### config.mk
export PLATFORM = sky130hd
export DESIGN_NAME = btfn_btb_branch_predictor
export DESIGN_NICKNAME = d
export VERILOG_FILES = /design/src/rtl/core/btfn_pkg.sv /design/src/rtl/core/btfn_btb_branch_predictor.sv /design/src/rtl/core/btfn_ram.sv /design/src/rtl/core/btfn_idx.sv
export SDC_FILE = /design/constraint.sdc
export NUM_CORES = 1
export LEC_CHECK = 0
export BUFFER_PORTS_ARGS = -buffer_cell sky130_fd_sc_hd__buf_2
export CORE_MARGIN = 3
export CORE_UTILIZATION = 56
export CTS_CLUSTER_SIZE = 24
export DETAILED_ROUTE_END_ITERATION = 6
export PLACE_DENSITY = 0.8
export SYNTH_ARGS = -nofsm -noshare
export SYNTH_HDL_FRONTEND = slang
export SYNTH_SLANG_ARGS = --single-unit
### constraint.sdc
create_clock -name clk -period 6.95 [get_ports clk]
set_input_delay 1.39 -clock clk [delete_from_list [all_inputs] [get_ports clk]]
set_output_delay 1.39 -clock clk [all_outputs]
set_load 0.1 [all_outputs]
### src/rtl/core/btfn_pkg.sv
// Shared types and constants for the BTFN branch target buffer.
// No dependencies.
package btfn_pkg;

  localparam int unsigned BTB_ENTRIES_DEF = 4;
  localparam int unsigned DATA_W          = 32;
  localparam int unsigned ENTRY_W         = DATA_W + 1;  // valid + target
  localparam int unsigned SIGN_BIT        = 31;
  localparam int unsigned PC_WORD_W       = DATA_W - 2;

  typedef logic [6:0] opcode_t;

  localparam opcode_t OPC_BRANCH = 7'h63;
  localparam opcode_t OPC_JAL    = 7'h6f;
  localparam opcode_t OPC_JALR   = 7'h67;

  typedef enum logic [1:0] {
    STAT_COUNTED = 2'd0,
    STAT_ZERO    = 2'd1,
    STAT_OTHER   = 2'd2
  } status_t;

endpackage

### src/rtl/core/btfn_btb_branch_predictor.sv
// Top level of the BTFN branch predictor with a direct-mapped target buffer.
// Uses btfn_pkg, btfn_idx and btfn_ram.
//
// One retired control-transfer event is taken when start is high and busy is
// low; exactly one result item comes back on the out_ ports, marked by a
// single-cycle out_strobe that the receiver cannot stall. With a power-of-two
// BUFFER_ENTRIES the buffer RAM is read at the accepting edge, the next cycle
// resolves the prediction and writes the entry back, and out_strobe is high
// in the cycle after that. busy is already low in the strobe cycle, so the
// next item can be taken at the edge that ends it.
// Other depths first compute the PC word modulo in the S_INDEX state
// (reciprocal multiply, then remainder) before the read.
// Items never overlap, so a write-back always lands before the next read.
// After reset the buffer RAM is swept to zero, one entry per cycle, and busy
// stays high during that sweep.
// Counter outputs are the statistics after this item's update and wrap at
// 2^32; they are meaningful while out_strobe is high.
module btfn_btb_branch_predictor
  import btfn_pkg::*;
#(
  parameter int unsigned BUFFER_ENTRIES = BTB_ENTRIES_DEF
) (
  input  logic              clk,
  input  logic              rst_n,
  input  logic              start,
  output logic              busy,
  input  logic [DATA_W-1:0] in_instruction,
  input  logic [DATA_W-1:0] in_pc,
  input  logic [DATA_W-1:0] in_actual_target,
  input  logic              in_actually_taken,
  output logic              out_strobe,
  output logic [1:0]        out_status,
  output logic              out_predicted_taken,
  output logic [DATA_W-1:0] out_btb_target,
  output logic              out_prediction_correct,
  output logic [DATA_W-1:0] out_count_total,
  output logic [DATA_W-1:0] out_count_branches,
  output logic [DATA_W-1:0] out_count_jal,
  output logic [DATA_W-1:0] out_count_jalr,
  output logic [DATA_W-1:0] out_count_taken_branches,
  output logic [DATA_W-1:0] out_count_correct_branches,
  output logic [DATA_W-1:0] out_count_correct_jal
);

  localparam int unsigned IDXW = (BUFFER_ENTRIES > 1) ? $clog2(BUFFER_ENTRIES) : 1;

  typedef enum logic [1:0] {
    S_CLEAR,
    S_IDLE,
    S_INDEX,
    S_RESOLVE
  } state_t;

  state_t state_r;

  // Captured item
  logic [DATA_W-1:0] instr_r;
  logic [DATA_W-1:0] target_r;
  logic              taken_r;
  logic [IDXW-1:0]   idx_r;
  logic [IDXW-1:0]   clr_r;

  // Statistics
  logic [DATA_W-1:0] total_r, branch_r, jal_r, jalr_r;
  logic [DATA_W-1:0] taken_br_r, correct_br_r, correct_jal_r;

  // Registered result fields
  logic              strobe_r;
  status_t           status_r;
  logic              ptaken_r;
  logic [DATA_W-1:0] ptarget_r;
  logic              correct_r;

  // Index unit and RAM hookup
  logic              accept;
  logic              idx_done;
  logic [IDXW-1:0]   idx_val;
  logic              ram_we;
  logic [IDXW-1:0]   ram_waddr;
  logic [ENTRY_W-1:0] ram_wdata;
  logic [ENTRY_W-1:0] ram_rdata;

  // Resolve-cycle decode
  opcode_t           opcode;
  logic              is_zero, is_br, is_jal, is_jalr, is_pred;
  logic              entry_valid;
  logic [DATA_W-1:0] entry_target;
  logic              ptaken, correct, mispredict;

  assign busy   = (state_r != S_IDLE);
  assign accept = start && (state_r == S_IDLE);

  btfn_idx #(
    .BUFFER_ENTRIES(BUFFER_ENTRIES)
  ) u_idx (
    .clk   (clk),
    .rst_n (rst_n),
    .start (accept),
    .word  (in_pc[DATA_W-1:2]),
    .done  (idx_done),
    .idx   (idx_val)
  );

  btfn_ram #(
    .WIDTH(ENTRY_W),
    .DEPTH(BUFFER_ENTRIES)
  ) u_btb (
    .clk   (clk),
    .we    (ram_we),
    .waddr (ram_waddr),
    .wdata (ram_wdata),
    .re    (idx_done),
    .raddr (idx_val),
    .rdata (ram_rdata)
  );

  // Entry is {valid, target}
  assign entry_valid  = ram_rdata[ENTRY_W-1];
  assign entry_target = ram_rdata[DATA_W-1:0];

  always_comb begin
    opcode     = instr_r[6:0];
    is_zero    = (instr_r == '0);
    is_br      = !is_zero && (opcode == OPC_BRANCH);
    is_jal     = !is_zero && (opcode == OPC_JAL);
    is_jalr    = !is_zero && (opcode == OPC_JALR);
    is_pred    = is_br || is_jal;
    // Backward branch (negative offset) with a valid entry is predicted taken.
    ptaken     = is_jal || (is_br && instr_r[SIGN_BIT] && entry_valid);
    correct    = (ptaken && (entry_target == target_r)) || (!ptaken && !taken_r);
    mispredict = (state_r == S_RESOLVE) && is_pred && !correct;
  end

  // Sweep writes zeros; a misprediction loads the actual target.
  assign ram_we    = (state_r == S_CLEAR) || mispredict;
  assign ram_waddr = (state_r == S_CLEAR) ? clr_r : idx_r;
  assign ram_wdata = (state_r == S_CLEAR) ? '0 : {1'b1, target_r};

  always_ff @(posedge clk) begin
    if (!rst_n) begin
      state_r       <= S_CLEAR;
      clr_r         <= '0;
      strobe_r      <= 1'b0;
      total_r       <= '0;
      branch_r      <= '0;
      jal_r         <= '0;
      jalr_r        <= '0;
      taken_br_r    <= '0;
      correct_br_r  <= '0;
      correct_jal_r <= '0;
    end else begin
      strobe_r <= 1'b0;
      case (state_r)
        S_CLEAR: begin
          clr_r <= clr_r + IDXW'(1);
          if (clr_r == IDXW'(BUFFER_ENTRIES - 1)) begin
            state_r <= S_IDLE;
          end
        end
        S_IDLE: begin
          if (accept) begin
            state_r <= idx_done ? S_RESOLVE : S_INDEX;
          end
        end
        S_INDEX: begin
          if (idx_done) begin
            state_r <= S_RESOLVE;
          end
        end
        S_RESOLVE: begin
          state_r  <= S_IDLE;
          strobe_r <= 1'b1;
          if (is_pred || is_jalr) begin
            total_r <= total_r + DATA_W'(1);
          end
          if (is_jalr) begin
            jalr_r <= jalr_r + DATA_W'(1);
          end
          if (is_br) begin
            branch_r <= branch_r + DATA_W'(1);
            if (taken_r) begin
              taken_br_r <= taken_br_r + DATA_W'(1);
            end
            if (correct) begin
              correct_br_r <= correct_br_r + DATA_W'(1);
            end
          end
          if (is_jal) begin
            jal_r <= jal_r + DATA_W'(1);
            if (correct) begin
              correct_jal_r <= correct_jal_r + DATA_W'(1);
            end
          end
        end
        default: begin
          state_r <= S_IDLE;
        end
      endcase
    end
  end

  // Payload registers
  always_ff @(posedge clk) begin
    if (accept) begin
      instr_r  <= in_instruction;
      target_r <= in_actual_target;
      taken_r  <= in_actually_taken;
    end
    if (idx_done) begin
      idx_r <= idx_val;
    end
    if (state_r == S_RESOLVE) begin
      if (is_zero) begin
        status_r <= STAT_ZERO;
      end else if (is_pred || is_jalr) begin
        status_r <= STAT_COUNTED;
      end else begin
        status_r <= STAT_OTHER;
      end
      ptaken_r  <= is_pred && ptaken;
      ptarget_r <= is_pred ? entry_target : '0;
      correct_r <= is_pred && correct;
    end
  end

  assign out_strobe                 = strobe_r;
  assign out_status                 = status_r;
  assign out_predicted_taken        = ptaken_r;
  assign out_btb_target             = ptarget_r;
  assign out_prediction_correct     = correct_r;
  assign out_count_total            = total_r;
  assign out_count_branches         = branch_r;
  assign out_count_jal              = jal_r;
  assign out_count_jalr             = jalr_r;
  assign out_count_taken_branches   = taken_br_r;
  assign out_count_correct_branches = correct_br_r;
  assign out_count_correct_jal      = correct_jal_r;

endmodule

### src/rtl/core/btfn_ram.sv
// Generic single-write, single-read RAM with registered read data.
// No dependencies.
module btfn_ram #(
  parameter int unsigned WIDTH = 8,
  parameter int unsigned DEPTH = 4,
  localparam int unsigned AW = (DEPTH > 1) ? $clog2(DEPTH) : 1
) (
  input  logic             clk,
  input  logic             we,
  input  logic [AW-1:0]    waddr,
  input  logic [WIDTH-1:0] wdata,
  input  logic             re,
  input  logic [AW-1:0]    raddr,
  output logic [WIDTH-1:0] rdata
);

  logic [WIDTH-1:0] mem [DEPTH];

  always_ff @(posedge clk) begin
    if (we) begin
      mem[waddr] <= wdata;
    end
    if (re) begin
      rdata <= mem[raddr];
    end
  end

endmodule

### src/rtl/core/btfn_idx.sv
// Buffer index unit: (pc word) modulo BUFFER_ENTRIES.
// Uses btfn_pkg. Combinational for power-of-two depths; other depths register the quotient first.
module btfn_idx
  import btfn_pkg::*;
#(
  parameter int unsigned BUFFER_ENTRIES = BTB_ENTRIES_DEF,
  localparam int unsigned IDXW = (BUFFER_ENTRIES > 1) ? $clog2(BUFFER_ENTRIES) : 1
) (
  input  logic                 clk,
  input  logic                 rst_n,
  input  logic                 start,
  input  logic [PC_WORD_W-1:0] word,
  output logic                 done,
  output logic [IDXW-1:0]      idx
);

  localparam bit IS_POW2 = ((BUFFER_ENTRIES & (BUFFER_ENTRIES - 1)) == 0);

  generate
    if (BUFFER_ENTRIES == 1) begin : g_single
      assign done = start;
      assign idx  = '0;
    end else if (IS_POW2) begin : g_pow2
      assign done = start;
      assign idx  = word[IDXW-1:0];
    end else begin : g_recip
      // Quotient by reciprocal multiply, exact for every PC_WORD_W-bit word:
      // q = (word * ceil(2^SH / N)) >> SH. Quotient is registered at start,
      // the remainder word - q * N is ready (done) the cycle after.
      localparam int unsigned SH  = PC_WORD_W + IDXW;
      localparam int unsigned MW  = PC_WORD_W + 1;
      localparam int unsigned PW  = PC_WORD_W + MW;
      localparam logic [63:0] M64 =
        ((64'd1 << SH) + 64'(BUFFER_ENTRIES) - 64'd1) / 64'(BUFFER_ENTRIES);
      localparam logic [MW-1:0] MUL = MW'(M64);
      localparam logic [PC_WORD_W-1:0] NVAL = PC_WORD_W'(BUFFER_ENTRIES);

      logic                 busy_r;
      logic [PC_WORD_W-1:0] word_r;
      logic [PC_WORD_W-1:0] quot_r;
      logic [PW-1:0]        prod;
      logic [PC_WORD_W-1:0] rem;

      assign prod = PW'(word) * PW'(MUL);
      assign rem  = word_r - quot_r * NVAL;
      assign done = busy_r;
      assign idx  = rem[IDXW-1:0];

      always_ff @(posedge clk) begin
        if (!rst_n) begin
          busy_r <= 1'b0;
        end else begin
          busy_r <= start;
        end
      end

      always_ff @(posedge clk) begin
        if (start) begin
          word_r <= word;
          quot_r <= PC_WORD_W'(prod >> SH);
        end
      end
    end
  endgenerate

endmodule

==> flow_metrics.tcl <==
set metrics [dict create \
    rrSetupSlack_ps 3510 \
    relSlewSlack_pct 26.4 \
    die_area_um2 38100 \
    crit_type "reg2reg" \
    hold_path_startpoint "out_count_branches[1]" \
    fin_crit_sh_pct 49.5 \
    power.leakage_nw 9.11 \
    skew_ps 21.0 \
    utilization_pct 68.4 \
    power_frac_comb_pct 10.6 \
    busiest_layer "met2" \
    place_area_um2 22200 \
    internal_power_mw 5.43 \
    rsz0062_at_grt "false" \
    yosysMostFrequentCell "edfxtp_1" \
    pin_count 362 \
    cp-end-kind "register" \
    grtUsageMet3_pct 4.14 \
    min_path_type "reg2reg" \
    synth_common_cells "268 x edfxtp_1, 229 x dfxtp_1, 175 x nor2_1" \
    nNetsFinal 2112 \
    worst_slew_pin_slew_ps 1100 \
    netlist_top_cells_area "edfxtp_1 40%, dfxtp_1 23%, xor2_1 5.4%" \
    num_rows 68 \
    core_area_um2 35000 \
    overflow 0 \
    hold_ws_ps 483 \
    fin_crit_ps 3440 \
    p_per_area_nw_per_um2 301 \
    cts_setup_buffers 0 \
    holdPathStages 2 \
    synth-seq-cells 497 \
    antenna_found_initial 6 \
    r2r-end "out_count_total[28]" \
    die_w_um 195 \
    io_buffers 331 \
    track_usage_pct 24.2 \
    cts_resized 0 \
    p_seq_share_pct 52.2 \
    drt-pass1-iter-count 5 \
    r2r_start "state_r[1]" \
    insertion_delay_ps 570 \
    async_flop_share_pct 0 \
    cts_inserted_buffers 50 \
    antenna_left 0 \
    first_global_vias 13793 \
    peakVddDrop_uv 264 \
    routed_wl_mm 47.7 \
    first_iter_violations 817 \
    setup-tns-final_ps 0 \
    outcome "finished, final reports clean" \
    clkPwrFrac_pct 37.2 \
    postSynthCellCount 1663 \
    timing.final.ws_setup_ps 3510 \
    synth-main-ff-cell "edfxtp_1" \
    cap_viol_max_count 0 \
    vias 14248 \
    avgSynthCellArea_um2 12.1 \
    synth_top_area_share_pct 40.1 \
    swShare_pct 24.7 \
    required_ps 7350 \
    hold_viol 0 \
    synth-edff-count 268 \
    yosys.area.top_type "edfxtp_1" \
    design_area_um2 23900 \
    hold_buffers 0 \
    cts_tree "yes" \
    r2r_cells 8 \
    gr-usage-met2_pct 40.9 \
    grt_pass1_wl_mm 74.1 \
    pre_cts_slack_ps 3340 \
    drive_gt1_share_pct 23.4 \
    final.fill_count 2478 \
    hpwl_mm 31.8 \
    clkTransAtPathRegs_ps 60 \
    vias_per_cell 5.69 \
    synthDistinctLibCells 54 \
    min_to "out_count_branches[1]" \
    start_util_pct 57.4 \
    wl_per_cell_um 19.1 \
    arrival_ps 3840 \
    startpoint_type "register" \
    setup_viol 0 \
    place_congestion 0.901 \
    clock-sinks 497 \
    root_buffer "clkbuf_16" \
    crit_fanout 40 \
    syn_nets 1775 \
    ctsLongestPathBuffers 3 \
    use_met1_pct 31.0 \
    grt_max_degree 143 \
    seq_area_frac_synth_pct 62.9 \
    yosysWarnings 0 \
    slew_violations 0 \
    p_sw_mw 1.78 \
    max_freq_mhz 291 \
    drc 0 \
    netlist_area_um2 20100 \
    cts_max_level 2 \
    area_delta_synth_final_pct 19.2 \
    die_h_um 195 \
]
-- worst max-delay path, cell delays in order (launching register included) --
cell and delay (ps):
dfxtp_1 400, ha_2 210, buf_4 480, nand4_1 400, nor4b_2 890, nand2_1 250
or3_1 420, xnor2_1 150, nor2_1 50
-- cells in the final DEF (no fill, tap or decap), types with 12 or more instances in the layout --
| cell type | count |
|---|---|
| or3_1 | 49 |
| o31ai_1 | 12 |
| nand2_1 | 100 |
| xnor2_1 | 55 |
| edfxtp_1 | 268 |
| nor4_1 | 19 |
| and4_1 | 22 |
| and3_1 | 39 |
| dfxtp_1 | 229 |
| nor2_1 | 175 |
| mux4_2 | 33 |
| nor2b_1 | 33 |
| xor2_1 | 123 |
| a21oi_1 | 72 |
| and2_1 | 51 |
| nand3_1 | 84 |
| clkbuf_16 | 51 |
| nand4_1 | 49 |
| inv_1 | 37 |
| nor3_1 | 21 |
| buf_2 | 331 |
| o21ai_0 | 48 |
| or4_1 | 13 |
-- power by group through the flow --
stage / Combinational [mW] / Sequential [mW] / Clock [mW]
2_1_floorplan: 0.480 / 3.81 / 0
3_3_place_gp: 0.748 / 3.78 / 0
3_5_place_dp: 0.772 / 3.82 / 0
4_1_cts: 0.776 / 3.77 / 2.72
5_1_grt: 0.833 / 3.79 / 2.84
6_report: 0.764 / 3.77 / 2.68
-- cell families after synthesis --
group / count (synthesis) / share of synthesized area [%]
and+or+nand+nor: 686 / 18.1
buffers and inverters: 95 / 1.81
DFF: 497 / 62.9
adders and majority gates: 12 / 0.748
AOI/OAI and AO/OA: 151 / 4.35
xor gates and xnor gates: 178 / 7.77
muxes: 44 / 4.25
-- metrics by stage --
stage,power [mW],std cells
2_1_floorplan,4.29,1663
3_3_place_gp,4.53,2403
3_5_place_dp,4.59,2403
5_1_grt,7.46,2502
4_1_cts,7.27,2496
6_report,7.21,2502
-- how the worst max path moves through the flow --
stage / startpoint / endpoint / slack, ps / cells after the start
after floorplan: state_r[0] / u_btb.mem[2][0] / 1440 / 7
after global placement: rst_n / out_count_correct_jal[27] / 3390 / 4
after detailed placement: rst_n / out_count_jal[2] / 3340 / 4
after CTS: target_r[10] / u_btb.mem[3][17] / 3450 / 8
after global routing: state_r[1] / out_count_total[28] / 3160 / 8
final: state_r[1] / out_count_total[28] / 3510 / 8
-- routing by layer --
metal  up-vias  routed length (µm)
met5         -                  10
met1      6950               19100
met3       111                3210
met2       481               23500
met4         2                1930
li1       6704                   -
-- state kept, by name, indices dropped and copies added, names as in the netlist --
register	flops
out_predicted_taken	1
out_status	2
out_count_taken_branches	32
u_btb.rdata	33
out_count_jal	32
target_r	32
out_count_jalr	32
out_btb_target	32
out_count_branches	32
instr_r	32
out_prediction_correct	1
taken_r	1
out_strobe	1
u_btb.mem	132
out_count_total	32
state_r	2
idx_r	2
out_count_correct_jal	32
out_count_correct_branches	32
clr_r	2
-- area by class of cell --
| class | instances | area [µm²] | share of cell area [%] |
|---|---|---|---|
| Tap cell | 455 | 569 | 2.38 |
| Timing Repair Buffer | 342 | 1740 | 7.27 |
| Clock inverter | 25 | 255 | 1.07 |
| Clock buffer | 68 | 1400 | 5.85 |
| Multi-Input combinational cell | 1071 | 7160 | 29.9 |
| Sequential cell | 497 | 12600 | 52.8 |
| Inverter | 38 | 148 | 0.617 |
| Antenna cell | 6 | 15.0 | 0.0628 |
Power figures use the tool's default switching activity.
